==> src/rtl/msc_pkg.sv <==
// Shared types, constants and register codes for the magnetometer correction block.
`default_nettype none

package msc_pkg;

  localparam int SAMPLE_W_DEF  = 16;
  localparam int COEF_FRAC_DEF = 14;
  localparam int WORD_W        = 16;
  localparam int AXES          = 3;
  localparam int REG_W         = 48;
  localparam int CFG_INDEX_W   = 3;

  localparam logic [REG_W-1:0] ROT_ROW0_RESET    = 48'h0000_0000_4000;
  localparam logic [REG_W-1:0] ROT_ROW1_RESET    = 48'h0000_4000_0000;
  localparam logic [REG_W-1:0] ROT_ROW2_RESET    = 48'h4000_0000_0000;
  localparam logic [REG_W-1:0] AXIS_SCALE_RESET  = 48'h4000_4000_4000;
  localparam logic [REG_W-1:0] AXIS_OFFSET_RESET = 48'h0000_0000_0000;
  localparam logic             FULL_MODE_RESET   = 1'b1;

  typedef enum logic [CFG_INDEX_W-1:0] {
    REG_ROT_ROW0    = 3'd0,
    REG_ROT_ROW1    = 3'd1,
    REG_ROT_ROW2    = 3'd2,
    REG_AXIS_SCALE  = 3'd3,
    REG_AXIS_OFFSET = 3'd4,
    REG_FULL_MODE   = 3'd5
  } cfg_reg_e;

  typedef struct packed {
    logic signed [15:0] mag_x;
    logic signed [15:0] mag_y;
    logic signed [15:0] mag_z;
  } sample_t;

  typedef struct packed {
    logic signed [15:0] out_x;
    logic signed [15:0] out_y;
    logic signed [15:0] out_z;
    logic               clipped;
  } result_t;

  typedef struct packed {
    logic prod_en;
    logic sum_en;
  } lane_ctl_t;

endpackage

`default_nettype wire

==> src/rtl/msc_lane.sv <==
// One lane: dot product of a short vector with Q coefficients, rounded and saturated.
`default_nettype none

module msc_lane
  import msc_pkg::*;
#(
  parameter int SAMPLE_WIDTH   = SAMPLE_W_DEF,
  parameter int COEF_FRAC_BITS = COEF_FRAC_DEF,
  parameter int TERMS          = AXES
) (
  input  logic                           clk,
  input  lane_ctl_t                      ctl,
  input  logic signed [SAMPLE_WIDTH-1:0] vec  [TERMS],
  input  logic signed [WORD_W-1:0]       coef [TERMS],
  output logic signed [SAMPLE_WIDTH-1:0] res,
  output logic                           clip
);

  localparam int PW = SAMPLE_WIDTH + WORD_W;
  localparam int AW = PW + $clog2(TERMS) + 1;
  localparam logic signed [AW-1:0] HALF = AW'(1) << (COEF_FRAC_BITS - 1);

  logic signed [PW-1:0]           prod [TERMS];
  logic signed [AW-1:0]           acc;
  logic signed [AW-1:0]           shifted;
  logic                           ovf;
  logic signed [SAMPLE_WIDTH-1:0] sat_val;

  always_ff @(posedge clk) begin
    if (ctl.prod_en) begin
      for (int t = 0; t < TERMS; t++) begin
        prod[t] <= PW'(vec[t]) * PW'(coef[t]);
      end
    end
  end

  always_comb begin
    acc = HALF;
    for (int t = 0; t < TERMS; t++) begin
      acc = acc + AW'(prod[t]);
    end
    shifted = acc >>> COEF_FRAC_BITS;
    ovf = !((&shifted[AW-1:SAMPLE_WIDTH-1]) || !(|shifted[AW-1:SAMPLE_WIDTH-1]));
    if (ovf) begin
      sat_val = shifted[AW-1] ? {1'b1, {(SAMPLE_WIDTH-1){1'b0}}}
                              : {1'b0, {(SAMPLE_WIDTH-1){1'b1}}};
    end else begin
      sat_val = shifted[SAMPLE_WIDTH-1:0];
    end
  end

  always_ff @(posedge clk) begin
    if (ctl.sum_en) begin
      res  <= sat_val;
      clip <= ovf;
    end
  end

endmodule

`default_nettype wire

==> config.mk <==
export PLATFORM = sky130hd
export DESIGN_NAME = msc_lane
export DESIGN_NICKNAME = d
export VERILOG_FILES = /design/src/rtl/msc_pkg.sv /design/src/rtl/msc_lane.sv
export SDC_FILE = /design/constraint.sdc
export NUM_CORES = 2
export LEC_CHECK = 0
export BUFFER_PORTS_ARGS = -buffer_cell sky130_fd_sc_hd__buf_2
export CORE_MARGIN = 3
export CORE_UTILIZATION = 67
export CTS_BUF_LIST = sky130_fd_sc_hd__clkbuf_4 sky130_fd_sc_hd__clkbuf_8
export DETAILED_ROUTE_END_ITERATION = 7
export PLACE_DENSITY_LB_ADDON = 0.2
export SLEW_MARGIN = 20
export SYNTH_ARGS = -nofsm -noshare
export SYNTH_HDL_FRONTEND = slang
export SYNTH_SLANG_ARGS = --single-unit
==> constraint.sdc <==
create_clock -name clk -period 9.7 [get_ports clk]
set_input_delay 1.94 -clock clk [delete_from_list [all_inputs] [get_ports clk]]
set_output_delay 1.94 -clock clk [all_outputs]
set_load 0.01 [all_outputs]
==> impl_metrics.toml <==
[run_status]
status = "complete, no violations"

[synth]
ys.flop_type = "edfxtp_1"
synth.area.top_cells = "fa_1, ha_1, edfxtp_1"
synth-seq-cells = 113
async_flop_share_pct = 0
yosysTopAreaCell = "fa_1"
synthCells = 3628
ys_warn_count = 0
synth_cell_types = 65
synth_area_um2 = 35400
avgSynthCellArea_um2 = 9.76
seq_area_frac_synth_pct = 9.58
synth_edf_count = 113
yosysTopAreaCellShare_pct = 46.2
synth_nets = 4853

[routing]
drc_errors = 0
wl_per_cell_um = 17.9
routed_wl_um = 77700
viasPerCell = 5.69
drtPass1Iterations = 7
first_iter_violations = 1816
vias = 24800
drtAntennaViolNets = 0

[run]
maxCapViolCount = 0

[sta]
final-hold-violation-count = 0
rsz0062_at_grt = "no"
max_clock_freq_ghz = 0.124
timing.hold.ws_ns = 1.32
setup_viol = 0
finClkSkew_ns = 0.0101
tightest_slew_ns = 0.878
post-route-period-util_pct = 83.3
min_period_ns = 8.08
slew_headroom_pct = 41.2
setup_tns_ns = 0
final_max_slew_viol_count = 0

[floorplanning]
rows = 83
die_area_um2 = 55600
core_um2 = 51800
fp.dieH_um = 236
pin_count = 116
initial_core_util_pct = 68.3
dieWidth_um = 236

[clock_tree]
cts_setup_buffers = 0
h-tree-depth = 4
postCtsHoldBufs = 0
cts_tree = "yes"
cts_resized = 0
path_clk_slew_ns = 0.08
clock_tree.root_cell = "clkbuf_8"
clock_path_buffers = 2
cts_made_buffers = 17
clk_latency_ns = 0.44
cts_sinks = 113

[worst_hold_path]
hold_class = "flip-flop to flip-flop"

[grt]
grt_pass1_vias = 27200
grt_usage_pct = 29.9
antenna_found_initial = 0
grt_first_pass_wirelength_um = 135000
grt.overflow.total = 0
grt_max_degree = 65

[finish]
layout.cells.non_filler = 4352
fin_area_um2 = 36800
area_growth_syn_to_layout_pct = 3.92
drive_above_1_share_pct = 4.55
insertedDiodeCount = 0
nets = 4884

[place]
place_area_um2 = 36400
gp_congestion = 0.912
placedCellCount = 4320
port_buffers = 115
hpwl_um = 66500

[worst_setup_path]
end_kind = "flip-flop"
cp-start-kind = "input pin"
reg2reg_slack_ns = 4.88
crit_fanout = 16
worstSetupPathType = "input pin to flip-flop"
critPathRequiredTime_ns = 9.88
arrival_ns = 8.27
-- synthesized netlist by cell type, drive strengths merged, types with 3 or more instances --
cell type / n
a211o: 6
inv: 882
or3: 5
mux2i: 5
o21a: 14
and3: 12
nand4: 10
edfxtp: 113
or2: 5
a21o: 50
a21oi: 89
a21boi: 3
o22ai: 5
nand2: 383
a31oi: 9
a221oi: 7
xnor2: 94
and2: 382
nor3: 32
nor2: 82
nand3: 23
o211ai: 6
a2111oi: 4
nor2b: 9
o32ai: 3
nor4: 3
ha: 309
nand2b: 19
o21bai: 16
o2111ai: 9
clkbuf: 99
xor2: 24
a211oi: 20
fa: 817
o21ai: 45
buf: 5
-- worst paths after layout --
check | from | to | cells past startpoint
worst max register to register | prod[0][51]$_DFFE_PP_ | res[5]$_DFFE_PP_ | 12
worst max-delay path | coef[1] | prod[0][95]$_DFFE_PP_ | 21
worst min-delay path | prod[0][90]$_DFFE_PP_ | res[12]$_DFFE_PP_ | 5
worst min register to register | prod[0][90]$_DFFE_PP_ | res[12]$_DFFE_PP_ | 5
-- logic make-up after synthesis --
logic type | Yosys count | synth area share (%)
buffers and inverters | 986 | 10.5
AO/OA/AOI/OAI | 308 | 5.94
multiplexers | 5 | 0.141
flip-flops | 113 | 9.58
adder cells (fa/ha/maj) | 1126 | 57.1
AND/OR/NAND/NOR | 972 | 13.8
XOR/XNOR | 118 | 2.92
-- worst max-delay path, stage by stage --
cell	delay (ns)
buf_2	0.22
nand2_1	0.16
inv_1	0.10
fa_1	0.75
fa_1	0.51
fa_1	0.44
fa_1	0.53
fa_1	0.54
inv_1	0.05
fa_1	0.47
inv_1	0.04
ha_1	0.34
a21o_1	0.18
a21o_1	0.17
a21o_1	0.18
a221oi_1	0.41
o221ai_1	0.20
o41ai_1	0.54
o2111ai_1	0.20
a21oi_1	0.20
xnor2_1	0.08
-- cell usage in the layout, fill, tap and decap left out, types with 5 or more instances in the layout --
cell | netlist | final
xor2_1 | 24 | 24
o21a_1 | 14 | 14
nand2_1 | 383 | 383
o21bai_1 | 16 | 16
nor3_1 | 31 | 31
fa_1 | 817 | 817
inv_6 | 0 | 7
edfxtp_1 | 113 | 113
o2111ai_1 | 9 | 9
ha_1 | 309 | 309
a211o_1 | 6 | 6
a221oi_1 | 5 | 5
a211oi_1 | 19 | 19
and2_1 | 382 | 382
buf_2 | 0 | 114
xnor2_1 | 94 | 94
o211ai_1 | 6 | 6
o21ai_0 | 43 | 43
or2_2 | 5 | 5
nand3_1 | 23 | 23
nand2b_1 | 19 | 19
o22ai_1 | 5 | 5
a21oi_1 | 89 | 89
nor2b_1 | 9 | 9
clkbuf_8 | 0 | 17
or3_1 | 5 | 5
mux2i_1 | 5 | 5
nand4_1 | 10 | 10
inv_1 | 882 | 882
a21o_1 | 50 | 50
nor2_1 | 82 | 82
a31oi_1 | 9 | 9
and3_1 | 11 | 11
-- cell type report --
type                            count  area [um^2]
Sequential cell                   113         3390
Timing Repair Buffer              116          586
Tap cell                          680          851
Fill cell                        3875        15000
Clock inverter                     15          124
Clock buffer                       17          234
Inverter                          882         3310
Multi-Input combinational cell   2529        28300
-- state kept, by name (all words and copies together) (netlist names) --
register	cells
clip	1
prod	96
res	16
-- routing by layer --
layer / part of all wire [%] / track usage (%) / vias to the layer above
met5: 0 / 0 / -
met4: 1.6 / 5.33 / 0
met3: 6.7 / 3.64 / 117
met2: 50 / 50.5 / 850
met1: 42 / 42.7 / 12800
li1: - / - / 11000
-- metrics by stage --
stage | utilization (%) | setup slack [ns]
final | 71.0 | 1.62
after global routing | 71.0 | 1.22
after CTS | 71.0 | 1.65
after detailed placement | 70.3 | 1.18
after global placement | 70.3 | 1.31
after floorplan | - | 1.70
Power is not shown: default switching activity piles up to over one toggle a cycle in this logic, so the estimate is an artifact.
